## config.mk

```make
export PLATFORM = sky130hd
export DESIGN_NAME = bmp_stream_decoder
export DESIGN_NICKNAME = d
export VERILOG_FILES = /design/src/rtl/core/bmp_pkg.sv /design/src/rtl/core/bmp_front.sv /design/src/rtl/core/bmp_queue.sv /design/src/rtl/core/bmp_back.sv /design/src/rtl/core/bmp_stream_decoder.sv
export SDC_FILE = /design/constraint.sdc
export NUM_CORES = 2
export LEC_CHECK = 0
export ABC_AREA = 1
export CORE_ASPECT_RATIO = 0.7
export CORE_MARGIN = 2
export CORE_UTILIZATION = 25
export DETAILED_ROUTE_END_ITERATION = 8
export DONT_BUFFER_PORTS = 1
export SYNTH_ARGS = -nofsm -noshare
export SYNTH_HDL_FRONTEND = slang
export SYNTH_SLANG_ARGS = --single-unit
export TNS_END_PERCENT = 1
```

## constraint.sdc

```tcl
create_clock -name clk -period 18.7 [get_ports clk]
set_input_delay 5.61 -clock clk [delete_from_list [all_inputs] [get_ports clk]]
set_output_delay 5.61 -clock clk [all_outputs]
set_load 0.02 [all_outputs]
```

## src/rtl/core/bmp_pkg.sv

```systemverilog
// Shared types, header layout constants and helpers for the BMP stream decoder.
// No dependencies; used by every module under rtl/core.
`default_nettype none

package bmp_pkg;

  // Fixed header layout (little-endian fields, byte offsets into the file)
  localparam int HEADER_BYTES = 54;
  localparam int OFS_SIG      = 'h0;
  localparam int OFS_FSIZE    = 'h2;
  localparam int OFS_OFFSET   = 'hA;
  localparam int OFS_WIDTH    = 'h12;
  localparam int OFS_HEIGHT   = 'h16;
  localparam int OFS_PLANES   = 'h1A;
  localparam int OFS_DEPTH    = 'h1C;
  localparam int OFS_DLEN     = 'h22;

  // First header index after every field is captured; length setup runs from here
  localparam int RECON_IDX    = OFS_DLEN + 4;

  localparam logic [15:0] SIG_VALUE = {8'h4D, 8'h42};  // 'M' high, 'B' low
  localparam logic [15:0] DEPTH24   = 16'd24;
  localparam logic [15:0] DEPTH32   = 16'd32;
  localparam logic [15:0] PLANES1   = 16'd1;
  localparam int          LINE_PAD  = 'h3;

  localparam int MAX_DIM_DEF     = 8192;
  localparam int QUEUE_DEPTH_DEF = 4;
  localparam int TDATA_W         = 96;

  typedef enum logic [1:0] {
    PH_HEADER = 2'd0,
    PH_SKIP   = 2'd1,
    PH_DATA   = 2'd2,
    PH_FIN    = 2'd3
  } phase_t;

  typedef enum logic [1:0] {
    K_PIXEL  = 2'd0,
    K_HEADER = 2'd1,
    K_ERROR  = 2'd2,
    K_DONE   = 2'd3
  } kind_t;

  typedef enum logic [2:0] {
    E_SIGNATURE    = 3'd0,
    E_PLANES       = 3'd1,
    E_DEPTH        = 3'd2,
    E_OFFSET       = 3'd3,
    E_SHORT_HEADER = 3'd4,
    E_SHORT_DATA   = 3'd5,
    E_TOO_LARGE    = 3'd6
  } err_t;

  typedef struct packed {
    kind_t       kind;
    logic [7:0]  red;
    logic [7:0]  green;
    logic [7:0]  blue;
    logic [7:0]  alpha;
    logic [12:0] column;
    logic [12:0] row;
    logic [13:0] image_width;
    logic [13:0] image_height;
    err_t        error_code;
    logic        last;
  } result_t;

  // One queue entry: a result plus an optional end-of-stream result behind it
  typedef struct packed {
    result_t head;
    logic    tail_valid;
    kind_t   tail_kind;
    err_t    tail_err;
  } entry_t;

  typedef struct packed {
    logic full;
    logic empty;
  } q_status_t;

  // Build a final result (error or done) with last set, the error code set for an error, and every other field zero
  function automatic result_t make_terminal(kind_t kind, err_t code);
    result_t r;
    r            = '0;
    r.kind       = kind;
    r.error_code = (kind == K_ERROR) ? code : E_SIGNATURE;
    r.last       = 1'b1;
    return r;
  endfunction

endpackage

`default_nettype wire

```

## src/rtl/core/bmp_front.sv

```systemverilog
// Front end: accepts file bytes, parses the header, tracks pixel position and
// builds queue entries. Depends on bmp_pkg.
`default_nettype none

module bmp_front #(
  parameter int MAX_DIM = bmp_pkg::MAX_DIM_DEF
) (
  input  wire logic               clk,
  input  wire logic               rst,
  input  wire logic               in_valid,
  output logic                    in_ready,
  input  wire logic [7:0]         in_byte,
  input  wire logic               in_eof,
  input  wire bmp_pkg::q_status_t q_status,
  output logic                    push,
  output bmp_pkg::entry_t         entry
);

  localparam int DIM_W = $clog2(MAX_DIM + 1);
  localparam int LINE_W = DIM_W + 2;
  localparam int IMG_W = LINE_W + DIM_W;
  localparam int CMP_W = (IMG_W > 32) ? IMG_W : 32;

  bmp_pkg::phase_t phase, phase_next;
  logic [31:0] hdr_cnt, hdr_cnt_next;
  logic [31:0] data_cnt, data_cnt_next;
  logic [LINE_W-1:0] line_cnt, line_cnt_next;
  logic [12:0] column, column_next;
  logic [12:0] file_row, file_row_next;
  logic [23:0] pix, pix_next;
  logic [1:0] bip, bip_next;

  // Captured header fields and derived lengths
  logic [15:0] sig, planes, depth;
  logic [31:0] fsize, offset, width, height, dlen, diff;
  logic [LINE_W-1:0] region, line_len;
  logic [IMG_W-1:0] img;

  logic accept;
  logic [5:0] hdr_idx;
  logic hdr_last, hdr_fail, depth32, pix_last;
  bmp_pkg::err_t hdr_err;
  logic [DIM_W-1:0] width_d, height_d;

  bmp_pkg::result_t head;
  logic head_valid, tail_valid;
  bmp_pkg::kind_t tail_kind;
  bmp_pkg::err_t tail_err;

  assign in_ready = !q_status.full;
  assign accept   = in_valid && in_ready;
  assign hdr_idx  = hdr_cnt[5:0];
  assign hdr_last = (hdr_cnt == 32'(bmp_pkg::HEADER_BYTES - 1));
  assign depth32  = (depth == bmp_pkg::DEPTH32);
  assign pix_last = (bip == (depth32 ? 2'd3 : 2'd2));
  assign width_d  = width[DIM_W-1:0];
  assign height_d = height[DIM_W-1:0];

  always_comb begin
    hdr_fail = 1'b1;
    hdr_err  = bmp_pkg::E_SIGNATURE;
    if (sig != bmp_pkg::SIG_VALUE) begin
      hdr_err = bmp_pkg::E_SIGNATURE;
    end else if (planes != bmp_pkg::PLANES1) begin
      hdr_err = bmp_pkg::E_PLANES;
    end else if (depth != bmp_pkg::DEPTH24 && depth != bmp_pkg::DEPTH32) begin
      hdr_err = bmp_pkg::E_DEPTH;
    end else if (offset < 32'(bmp_pkg::HEADER_BYTES)) begin
      hdr_err = bmp_pkg::E_OFFSET;
    end else if (width > 32'(MAX_DIM) || height > 32'(MAX_DIM)) begin
      hdr_err = bmp_pkg::E_TOO_LARGE;
    end else begin
      hdr_fail = 1'b0;
    end
  end

  // Header capture and length setup, one step per header byte after capture ends
  always_ff @(posedge clk) begin
    if (accept && phase == bmp_pkg::PH_HEADER) begin
      for (int k = 0; k < 2; k++) begin
        if (hdr_idx == 6'(bmp_pkg::OFS_SIG + k))    sig[8*k +: 8]    <= in_byte;
        if (hdr_idx == 6'(bmp_pkg::OFS_PLANES + k)) planes[8*k +: 8] <= in_byte;
        if (hdr_idx == 6'(bmp_pkg::OFS_DEPTH + k))  depth[8*k +: 8]  <= in_byte;
      end
      for (int k = 0; k < 4; k++) begin
        if (hdr_idx == 6'(bmp_pkg::OFS_FSIZE + k))  fsize[8*k +: 8]  <= in_byte;
        if (hdr_idx == 6'(bmp_pkg::OFS_OFFSET + k)) offset[8*k +: 8] <= in_byte;
        if (hdr_idx == 6'(bmp_pkg::OFS_WIDTH + k))  width[8*k +: 8]  <= in_byte;
        if (hdr_idx == 6'(bmp_pkg::OFS_HEIGHT + k)) height[8*k +: 8] <= in_byte;
        if (hdr_idx == 6'(bmp_pkg::OFS_DLEN + k))   dlen[8*k +: 8]   <= in_byte;
      end
      if (hdr_idx == 6'(bmp_pkg::RECON_IDX)) begin
        region <= depth32 ? {width_d, 2'b00}
                          : LINE_W'({2'b00, width_d} + {1'b0, width_d, 1'b0});
        diff   <= fsize - offset;
      end
      if (hdr_idx == 6'(bmp_pkg::RECON_IDX + 1)) begin
        line_len <= LINE_W'(region + LINE_W'(bmp_pkg::LINE_PAD))
                    & ~LINE_W'(bmp_pkg::LINE_PAD);
        if (diff > dlen) dlen <= diff;
      end
      if (hdr_idx == 6'(bmp_pkg::RECON_IDX + 2)) begin
        img <= IMG_W'(line_len) * IMG_W'(height_d);
      end
      if (hdr_idx == 6'(bmp_pkg::RECON_IDX + 3)) begin
        if (CMP_W'(dlen) > CMP_W'(img)) dlen <= 32'(img);
      end
    end
  end

  always_comb begin
    phase_next    = phase;
    hdr_cnt_next  = hdr_cnt;
    data_cnt_next = data_cnt;
    line_cnt_next = line_cnt;
    column_next   = column;
    file_row_next = file_row;
    pix_next      = pix;
    bip_next      = bip;
    head          = '0;
    head_valid    = 1'b0;
    tail_valid    = 1'b0;
    tail_kind     = bmp_pkg::K_DONE;
    tail_err      = bmp_pkg::E_SIGNATURE;

    case (phase)
      bmp_pkg::PH_HEADER: begin
        hdr_cnt_next = hdr_cnt + 32'd1;
        if (hdr_last) begin
          head_valid = 1'b1;
          if (hdr_fail) begin
            head       = bmp_pkg::make_terminal(bmp_pkg::K_ERROR, hdr_err);
            phase_next = bmp_pkg::PH_FIN;
          end else begin
            head.kind         = bmp_pkg::K_HEADER;
            head.image_width  = width[13:0];
            head.image_height = height[13:0];
            if (offset > 32'(bmp_pkg::HEADER_BYTES)) begin
              phase_next = bmp_pkg::PH_SKIP;
            end else if (dlen == 32'd0) begin
              tail_valid = 1'b1;
              tail_kind  = bmp_pkg::K_DONE;
              phase_next = bmp_pkg::PH_FIN;
            end else begin
              phase_next = bmp_pkg::PH_DATA;
            end
          end
        end
      end
      bmp_pkg::PH_SKIP: begin
        hdr_cnt_next = hdr_cnt + 32'd1;
        if (hdr_cnt_next == offset) begin
          if (dlen == 32'd0) begin
            head_valid = 1'b1;
            head       = bmp_pkg::make_terminal(bmp_pkg::K_DONE, bmp_pkg::E_SIGNATURE);
            phase_next = bmp_pkg::PH_FIN;
          end else begin
            phase_next = bmp_pkg::PH_DATA;
          end
        end
      end
      bmp_pkg::PH_DATA: begin
        if (line_cnt < region) begin
          if (pix_last) begin
            head_valid  = 1'b1;
            head.kind   = bmp_pkg::K_PIXEL;
            head.red    = in_byte;
            head.green  = pix[7:0];
            head.blue   = pix[15:8];
            head.alpha  = depth32 ? pix[23:16] : 8'd0;
            head.column = column;
            head.row    = height[12:0] - 13'd1 - file_row;
            bip_next    = 2'd0;
            pix_next    = 24'd0;
            column_next = column + 13'd1;
          end else begin
            bip_next = bip + 2'd1;
            pix_next = {pix[15:0], in_byte};
          end
        end
        // End of line: drop the padding and advance the file row
        if (line_cnt + LINE_W'(1) == line_len) begin
          line_cnt_next = '0;
          column_next   = 13'd0;
          bip_next      = 2'd0;
          pix_next      = 24'd0;
          file_row_next = file_row + 13'd1;
        end else begin
          line_cnt_next = line_cnt + LINE_W'(1);
        end
        data_cnt_next = data_cnt + 32'd1;
        if (data_cnt_next == dlen) begin
          if (head_valid) begin
            tail_valid = 1'b1;
            tail_kind  = bmp_pkg::K_DONE;
          end else begin
            head_valid = 1'b1;
            head       = bmp_pkg::make_terminal(bmp_pkg::K_DONE, bmp_pkg::E_SIGNATURE);
          end
          phase_next = bmp_pkg::PH_FIN;
        end
      end
      default: begin
      end
    endcase

    if (in_eof) begin
      if (phase_next != bmp_pkg::PH_FIN) begin
        if (head_valid) begin
          tail_valid = 1'b1;
          tail_kind  = bmp_pkg::K_ERROR;
          tail_err   = (phase_next == bmp_pkg::PH_HEADER) ? bmp_pkg::E_SHORT_HEADER
                                                          : bmp_pkg::E_SHORT_DATA;
        end else begin
          head_valid = 1'b1;
          head       = bmp_pkg::make_terminal(bmp_pkg::K_ERROR,
                         (phase_next == bmp_pkg::PH_HEADER) ? bmp_pkg::E_SHORT_HEADER
                                                            : bmp_pkg::E_SHORT_DATA);
        end
      end
      phase_next    = bmp_pkg::PH_HEADER;
      hdr_cnt_next  = 32'd0;
      data_cnt_next = 32'd0;
      line_cnt_next = '0;
      column_next   = 13'd0;
      file_row_next = 13'd0;
      pix_next      = 24'd0;
      bip_next      = 2'd0;
    end
  end

  always_ff @(posedge clk) begin
    if (rst) begin
      phase    <= bmp_pkg::PH_HEADER;
      hdr_cnt  <= 32'd0;
      data_cnt <= 32'd0;
      line_cnt <= '0;
      column   <= 13'd0;
      file_row <= 13'd0;
      pix      <= 24'd0;
      bip      <= 2'd0;
    end else if (accept) begin
      phase    <= phase_next;
      hdr_cnt  <= hdr_cnt_next;
      data_cnt <= data_cnt_next;
      line_cnt <= line_cnt_next;
      column   <= column_next;
      file_row <= file_row_next;
      pix      <= pix_next;
      bip      <= bip_next;
    end
  end

  assign push             = accept && head_valid;
  assign entry.head       = head;
  assign entry.tail_valid = tail_valid;
  assign entry.tail_kind  = tail_kind;
  assign entry.tail_err   = tail_err;

endmodule

`default_nettype wire

```

## src/rtl/core/bmp_queue.sv

```systemverilog
// Short entry queue between the parser front end and the output back end.
// Depends on bmp_pkg.
`default_nettype none

module bmp_queue #(
  parameter int DEPTH = bmp_pkg::QUEUE_DEPTH_DEF
) (
  input  wire logic             clk,
  input  wire logic             rst,
  input  wire logic             push,
  input  wire bmp_pkg::entry_t  wr_entry,
  input  wire logic             pop,
  output bmp_pkg::entry_t       rd_entry,
  output bmp_pkg::q_status_t    status
);

  localparam int PTR_W = $clog2(DEPTH);
  localparam int CNT_W = $clog2(DEPTH + 1);

  bmp_pkg::entry_t slots [DEPTH];
  logic [PTR_W-1:0] wr_ptr, rd_ptr;
  logic [CNT_W-1:0] count;
  logic do_push, do_pop;

  assign status.full  = (count == CNT_W'(DEPTH));
  assign status.empty = (count == '0);
  assign do_push      = push && !status.full;
  assign do_pop       = pop && !status.empty;
  assign rd_entry     = slots[rd_ptr];

  always_ff @(posedge clk) begin
    if (do_push) slots[wr_ptr] <= wr_entry;
  end

  always_ff @(posedge clk) begin
    if (rst) begin
      wr_ptr <= '0;
      rd_ptr <= '0;
      count  <= '0;
    end else begin
      if (do_push) wr_ptr <= (wr_ptr == PTR_W'(DEPTH - 1)) ? '0 : wr_ptr + PTR_W'(1);
      if (do_pop)  rd_ptr <= (rd_ptr == PTR_W'(DEPTH - 1)) ? '0 : rd_ptr + PTR_W'(1);
      if (do_push && !do_pop)      count <= count + CNT_W'(1);
      else if (do_pop && !do_push) count <= count - CNT_W'(1);
    end
  end

endmodule

`default_nettype wire

```

## src/rtl/core/bmp_back.sv

```systemverilog
// Back end: drains queue entries into the output register, one result per
// transfer, expanding the end-of-stream result behind an entry. Depends on bmp_pkg.
`default_nettype none

module bmp_back (
  input  wire logic               clk,
  input  wire logic               rst,
  input  wire bmp_pkg::entry_t    rd_entry,
  input  wire bmp_pkg::q_status_t q_status,
  output logic                    pop,
  output logic                    out_valid,
  input  wire logic               out_ready,
  output bmp_pkg::result_t        out_res
);

  logic load;
  logic tail_pend;
  bmp_pkg::kind_t tail_kind;
  bmp_pkg::err_t tail_err;

  assign load = !out_valid || out_ready;
  assign pop  = load && !tail_pend && !q_status.empty;

  always_ff @(posedge clk) begin
    if (rst) begin
      out_valid <= 1'b0;
      tail_pend <= 1'b0;
    end else if (load) begin
      if (tail_pend) begin
        out_res   <= bmp_pkg::make_terminal(tail_kind, tail_err);
        out_valid <= 1'b1;
        tail_pend <= 1'b0;
      end else if (!q_status.empty) begin
        out_res   <= rd_entry.head;
        out_valid <= 1'b1;
        tail_pend <= rd_entry.tail_valid;
        tail_kind <= rd_entry.tail_kind;
        tail_err  <= rd_entry.tail_err;
      end else begin
        out_valid <= 1'b0;
      end
    end
  end

endmodule

`default_nettype wire

```

## src/rtl/core/bmp_stream_decoder.sv

```systemverilog
// Top level of the streaming BMP decoder: front parser, entry queue, output stage.
// Depends on bmp_pkg, bmp_front, bmp_queue and bmp_back.
// Path: a result passes through the queue and then the output register before it is
// offered on m_axis; a second result from the same byte is expanded in the output
// stage and offered after the first is taken.
// Throughput: one byte per cycle; a result per cycle while m_axis_tready is high.
// s_axis_tready drops only while the queue holds QUEUE_DEPTH entries.
// Reset: rst (synchronous) returns the parser to the header phase, empties the
// queue and drops m_axis_tvalid; there is no clearing pass.
`default_nettype none

module bmp_stream_decoder #(
  parameter int MAX_DIM     = bmp_pkg::MAX_DIM_DEF,
  parameter int QUEUE_DEPTH = bmp_pkg::QUEUE_DEPTH_DEF
) (
  input  wire logic                        clk,
  input  wire logic                        rst,
  // Byte stream in
  input  wire logic                        s_axis_tvalid,
  output logic                             s_axis_tready,
  input  wire logic [7:0]                  s_axis_tdata,   // [7:0] data_byte
  input  wire logic                        s_axis_tlast,   // end_of_file
  // Result stream out
  output logic                             m_axis_tvalid,
  input  wire logic                        m_axis_tready,
  // [7:0] red, [15:8] green, [23:16] blue, [31:24] alpha, [44:32] column,
  // [57:45] row, [71:58] image_width, [85:72] image_height, [88:86] error_code,
  // [95:89] zero
  output logic [bmp_pkg::TDATA_W-1:0]      m_axis_tdata,
  output logic [1:0]                       m_axis_tuser,   // [1:0] kind
  output logic                             m_axis_tlast    // last result of stream
);

  bmp_pkg::entry_t    wr_entry, rd_entry;
  bmp_pkg::q_status_t q_status;
  bmp_pkg::result_t   out_res;
  logic push, pop;

  // Front end: classify each byte and queue whatever results it causes
  bmp_front #(
    .MAX_DIM (MAX_DIM)
  ) u_front (
    .clk      (clk),
    .rst      (rst),
    .in_valid (s_axis_tvalid),
    .in_ready (s_axis_tready),
    .in_byte  (s_axis_tdata),
    .in_eof   (s_axis_tlast),
    .q_status (q_status),
    .push     (push),
    .entry    (wr_entry)
  );

  // Queue: lets the parser keep taking bytes while the output side stalls
  bmp_queue #(
    .DEPTH (QUEUE_DEPTH)
  ) u_queue (
    .clk      (clk),
    .rst      (rst),
    .push     (push),
    .wr_entry (wr_entry),
    .pop      (pop),
    .rd_entry (rd_entry),
    .status   (q_status)
  );

  // Back end: hold each result in the output register until its transfer
  bmp_back u_back (
    .clk       (clk),
    .rst       (rst),
    .rd_entry  (rd_entry),
    .q_status  (q_status),
    .pop       (pop),
    .out_valid (m_axis_tvalid),
    .out_ready (m_axis_tready),
    .out_res   (out_res)
  );

  // Pack the result fields, lowest field first
  assign m_axis_tdata = {7'd0, out_res.error_code, out_res.image_height,
                         out_res.image_width, out_res.row, out_res.column,
                         out_res.alpha, out_res.blue, out_res.green, out_res.red};
  assign m_axis_tuser = out_res.kind;
  assign m_axis_tlast = out_res.last;

endmodule

`default_nettype wire

```

Yosys cells after proc, flatten, opt, wreduce, memory -nomap -nowiden
Memory sizes are Yosys's and may differ from the RTL's. A register that Yosys moved wholly into a read port is not among the register bits.
Cells that the tools add are included.
{ "totals": {"register_bits": 538, "mem_bits_rw": 392, "input_bits": 13, "output_inout_bits": 101, "elab_cells": 299, "n_memories": 1} }
{ "mem_list": {"columns": ["name", "words", "word_bits", "rd", "rd_clocked_by_memory_dff", "wr", "line_no", "rtl"], "rows": [
  ["u_queue.slots", 4, 98, 1, 1, 1, "bmp_queue.sv:20", "bmp_pkg::entry_t slots [DEPTH];"]
]} }
{ "classes": {"add_sub_neg": 15, "multipliers": 1, "n_lt_le_gt_ge": 7, "n_eq_ne": 47, "muxes": 109, "bitwise": 3, "n_reduce_logical": 62} }
{ "ops": {"columns": ["operator", "count"], "rows": [
  ["$mux W92", 10],
  ["$pmux W92 S3", 1],
  ["$mux W32", 8],
  ["$mux W24", 5],
  ["$mux W13", 8],
  ["$eq A6 B5 Y1 const B", 12],
  ["$add A32 B1 Y32 const B", 2],
  ["$eq A32 B32 Y1", 2],
  ["$gt A32 B14 Y1 const B", 2],
  ["$mux W16", 4],
  ["$mux W60", 1],
  ["$mux W58", 1],
  ["$reduce_and A2 Y1", 27],
  ["$eq A6 B6 Y1 const B", 8],
  ["$mux W8", 5],
  ["$mux W2", 18],
  ["$mux W3", 11],
  ["$eq A32 B6 Y1 const B", 1],
  ["$gt A32 B30 Y1", 1],
  ["$gt A32 B32 Y1", 1],
  ["$gt A32 B6 Y1 const B", 1],
  ["$logic_not A32 Y1", 1],
  ["$lt A32 B6 Y1 const B", 1],
  ["$mux W1", 32],
  ["other kinds (44)", 81]
]} }

Logic depth before layout (Yosys ltp)
{ "logic_depth": {"ltp_word": 19, "mapped_depth": 28, "mapped_depth_nobuf": 28} }

Cells and area by module
From an unflattened synthesis, not the netlist that was laid out.
{ "unflattened": {"cells_unflattened": 5416, "area_unflattened_um2": 51114.0} }
{ "by_module_without_submodules": {"columns": ["mod", "instances", "cells_each", "area_each_um2", "seq_area_each_um2"], "rows": [
  ["bmp_front", 1, 4074, 32249.7, 11631.2],
  ["bmp_queue", 1, 1019, 15014.4, 11951.5],
  ["bmp_back", 1, 315, 3793.6, 2952.8],
  ["bmp_stream_decoder", 1, 8, 56.3, 0.0]
]} }

Least setup slack after synthesis
Ideal clock, no wire load.
{ "synth_path": {"kind": "input to register", "start": "in s_axis_tlast", "end": "mem u_queue.slots[0][0] in the netlist's numbering (enable)", "setup_ps": 549, "arrival_ps": 10137, "t_required_ps": 18151, "slack_ps": 8014, "path_stages": 5, "n_path_buf": 1, "path_cell_list": "clkbuf_1 -> nand2_1 -> nand2_4 -> nand2_2 -> nor2_1"} }
{ "synth_between": {"elab_chain_len": 5} }
{ "synth_lines": {"columns": ["item", "line_no", "rtl"], "rows": [
  ["from (decl)", "bmp_stream_decoder.sv:22", "input wire logic s_axis_tlast,"],
  ["$mux W1", "bmp_front.sv:207", "if (in_eof) begin"],
  ["$logic_and A1 B1 Y1", "bmp_front.sv:254", "assign push = accept && head_valid;"],
  ["$logic_and A1 B1 Y1", "bmp_queue.sv:27", "assign do_push = push && !status.full;"],
  ["$mux W1", "bmp_queue.sv:32", "if (do_push) slots[wr_ptr] <= wr_entry;"],
  ["$mux W1 (not written as such)", "bmp_queue.sv:32", null],
  ["to (decl)", "bmp_queue.sv:20", null]
]} }
Every way passes these cells.

Final worst setup path
{ "layout_path": {"start": "in s_axis_tvalid", "end": "mem u_queue.slots[2][31] in the netlist's numbering (enable)"} }
{ "layout_between": {"elab_chain_len": 5} }
{ "layout_lines": {"columns": ["item", "line_no", "rtl"], "rows": [
  ["from (decl)", "bmp_stream_decoder.sv:19", "input wire logic s_axis_tvalid,"],
  ["$logic_and A1 B1 Y1", "bmp_front.sv:51", "assign accept = in_valid && in_ready;"],
  ["$logic_and A1 B1 Y1", "bmp_front.sv:254", null],
  ["$logic_and A1 B1 Y1", "bmp_queue.sv:27", null],
  ["$mux W1", "bmp_queue.sv:32", null],
  ["$mux W1 (not written as such)", "bmp_queue.sv:32", null]
]} }
Every way passes these cells.

==> results.toml <==
[run_status]
outcome = "finished, final reports clean"

[clock_network]
tritoncts = "built"
cts_hold_repair.buffers = 0
cts_inserted_buffers = 88
htreeDepth = 3
clk_pin_slew_worst_paths_ns = 0.06
cts_resized = 0
insertion_delay_ns = 0.71
post_cts_buffers = 0
ctsRootBufferMaster = "clkbuf_16"
max-clock-path-buffers = 3
cts_sinks = 917

[placed_design]
port_buffers = 0
dp.final_hpwl_um = 104800
placed_area_um2 = 53380
place_congestion = 0.9449

[synthesis]
synth-seq-cells = 917
gate_count_of_the_mapped_netlist = 5328
synth_top_area_share_pct = 46.03
synth_top_family_by_area = "simple AND/OR/NAND/NOR gates"
synth_most_common_cell = "nand2_1"
number_of_synthesized_flops_with_an_enable_pin = 772
synth-seq-area-share_pct = 51.79
synth_xor_area_share_pct = 2.621
leading_cell_types_by_total_area_after_synthesis = "edfxtp_1 (46%), nand2_1 (7.4%), ha_1 (6.1%)"
synth_largest_area_cell = "edfxtp_1"
ys_top_cells_by_count = "nand2_1 (990), edfxtp_1 (772), nor2_1 (748)"
post_synth_and_or_nand_nor_area_fraction_pct = 18.21
synth.mux.area_fraction_pct = 0
synth.yosys.warnings = 0
synthAdderAreaFrac_pct = 11.85
avgSynthCellArea_um2 = 9.453
synth_flop_cell = "edfxtp_1"
synthesis.area_um2 = 50370
synth.distinct_cells = 67
synth_compound_gate_area_share_pct = 8.767
synth_async_sr_flop_share_pct = 0

[min_path]
worst_min_delay_path_class = "reg2reg"

[setup_path]
crit_path_cell_trace = "nand2_1, inv_1, nand2_2, nor2_4, buf_4, buf_4"
worstSetupPathDepth = 6
critical_path.startpoint = "s_axis_tvalid"
crit_path_end = "u_queue.slots[2][31]$_DFFE_PP_"
worstReg2RegEnd = "u_front.img[26]$_DFFE_PP_"
worstSetupEndpointType = "flip-flop"
critical-path-max-stage-delay_ns = 0.65
critical_path_arrival_ns = 8.23
timing.reg2reg.setup_slack_ns = 11.78
worstSetupPathType = "in2reg"
timing.critical_path.from_type = "input pin"
worst_r2r_path_cells = 23
critPathSlowestCell = "buf_4"
timing.critical_path.max_delay_family = "buffers and inverters"
cp_max_fo = 48
critPathMostFrequentCell = "buf_4"
worstReg2RegStart = "u_front.line_len[11]$_DFFE_PP_"
worstPathBufferInverterCount = 3
worstPathRequired_ns = 19.03

[timing]
fmaxAchievable_mhz = 126.6
timing.final.crit_share_pct = 42.24
timing.setup.tns_ns = 0
setup_viol = 0
rsz0062_at_grt = "false"
max_slew.worst_pin.slew_ns = 1.105
worst_slew_margin_rel_pct = 26.11
worst_clock_skew_ns = 0.03486
hold_viol_final = 0
final_period_minus_worst_setup_slack_ns = 7.899
final_slew_violations = 0

[drt]
vias_per_cell = 4.698
initialDrtViolationCount = 4488
drcViolationCount = 0
num_vias = 37620
wire_per_inst_um = 18.44
firstDrtPassIters = 8
ant_nets = 0
postRouteWirelength_um = 147700

[pwr]
fin_total_pwr_uw = 5254
max-vdd-ir-drop_mv = 0.09233
power.leakage_uw = 0.02173
power.density_cell_area_nw_per_um2 = 93.15

[cells_and_area]
fillers = 20680
biggestRegsByFlops = "u_queue.slots: 380 flops, u_back.out_res: 91 flops"
final_core_density_pct = 28.24
area_growth_pct = 11.98
largest_register_by_flop_count = "u_queue.slots"
largest_reg_flops = 380
net_count_final = 5691
layout-drive-gt1-share_pct = 4.884
postLayoutCellArea_um2 = 56400

[global_route]
grt_pass1_vias = 35380
grt_antenna_before_repair = 5
grt_start_max_net_pins = 129
wire_length_of_the_first_global_routing_pass_um = 221800
overflow = 0
gr-usage-all-layers_pct = 14.05

[floorplanning]
initial_utilization_pct = 25.22
die_height_um = 379.5
design.die.area_um2 = 205100
pin_count = 114
floorplan_row_count = 137
fp.coreArea_um2 = 199700
die_width_um = 540.5

[flow_run]
cap_violations = 0
-- worst register-to-register path, stage by stage (launching register included) --
cell	delay (ns)
edfxtp_1	0.84
nand2_1	0.18
fa_1	0.57
inv_1	0.05
fa_1	0.49
fa_1	0.51
inv_1	0.05
fa_1	0.48
inv_1	0.06
fa_1	0.55
inv_1	0.06
fa_1	0.55
inv_1	0.05
ha_1	0.35
nand2_1	0.09
nor2_1	0.15
nand2_1	0.07
nand2_1	0.05
a31oi_1	0.07
o21ai_0	0.38
a21oi_1	0.17
o21ai_0	0.53
a31oi_1	0.19
xor2_1	0.19
-- metrics by stage --
step / cells / hold slack, ns / setup WS, ns
6_report: 8008 / 0.4728 / 10.80
5_1_grt: 8006 / 0.5043 / 10.63
4_1_cts: 8005 / 0.4700 / 10.83
3_5_place_dp: 7839 / 0.4597 / 10.06
3_3_place_gp: 7839 / 0.4502 / 10.10
2_1_floorplan: 5334 / 0.4392 / 8.014
-- cells in the final DEF (no fill, tap or decap), types with 17 or more instances in the layout --
cell and instances:
a21oi_1 330, buf_4 54, clkbuf_1 17, clkbuf_16 90
clkinv_1 19, dfxtp_1 142, edfxtp_1 772, fa_1 145
ha_1 245, inv_1 685, nand2_1 989, nand3_1 218
nand4_1 55, nor2_1 740, nor3_1 54, nor4_1 47
o211ai_1 37, o21ai_0 332, o32ai_1 17, xnor2_1 45
xor2_1 98
-- routing by layer --
layer	GRT usage, %	routed length [um]	part of all wire, %	vias to the layer above
met5	0.5334	163	0.11	-
met4	2.880	2685	1.8	4
met3	4.740	17120	12	171
met2	19.38	58710	40	1501
met1	20.91	68970	47	18240
li1	-	-	-	17700
-- report_power, final --
part | switching, uW | total (uW) | internal (uW) | leakage (uW)
clock | 833 | 1880 | 1050 | 0.00145
combinational | 510 | 705 | 196 | 0.0121
sequential | 238 | 2670 | 2430 | 0.00816
total | 1580 | 5250 | 3670 | 0.0217
-- how the worst min path moves through the flow --
| stage | slack (ns) | cells after the start | from | end |
|---|---|---|---|---|
| after floorplan | 0.44 | 2 | u_front.column[10]$_SDFFE_PP0P_ | u_front.column[10]$_SDFFE_PP0P_ |
| after CTS | 0.47 | 2 | u_front.column[3]$_SDFFE_PP0P_ | u_front.column[3]$_SDFFE_PP0P_ |
| after global placement | 0.45 | 2 | u_front.column[10]$_SDFFE_PP0P_ | u_front.column[10]$_SDFFE_PP0P_ |
| after global routing | 0.50 | 2 | u_front.pix[23]$_SDFFE_PP0P_ | u_front.pix[23]$_SDFFE_PP0P_ |
| after detailed placement | 0.46 | 2 | u_front.column[10]$_SDFFE_PP0P_ | u_front.column[10]$_SDFFE_PP0P_ |
| final | 0.47 | 2 | u_front.column[3]$_SDFFE_PP0P_ | u_front.column[3]$_SDFFE_PP0P_ |
-- layout make-up --
cell class                 instances  area (um2)  share of cell area, %
clock buffer                     110        2357                  4.179
inverter                         694        2611                  4.630
tap                             2641        3304                  5.859
sequential                       917       26100                  46.27
multi-input combinational       3533       20970                  37.17
clock inverter                    56       653.1                  1.158
timing repair buffer              54       405.4                 0.7188
antenna                            3       7.507                0.01331
-- kinds of logic after synthesis --
logic type	Yosys count
other cells	1
fa+ha+maj	390
xor+xnor	146
buf+inv	884
simple gates	2186
flops	917
compound gates	804
No activity file was read; power rests on OpenSTA's default activity.
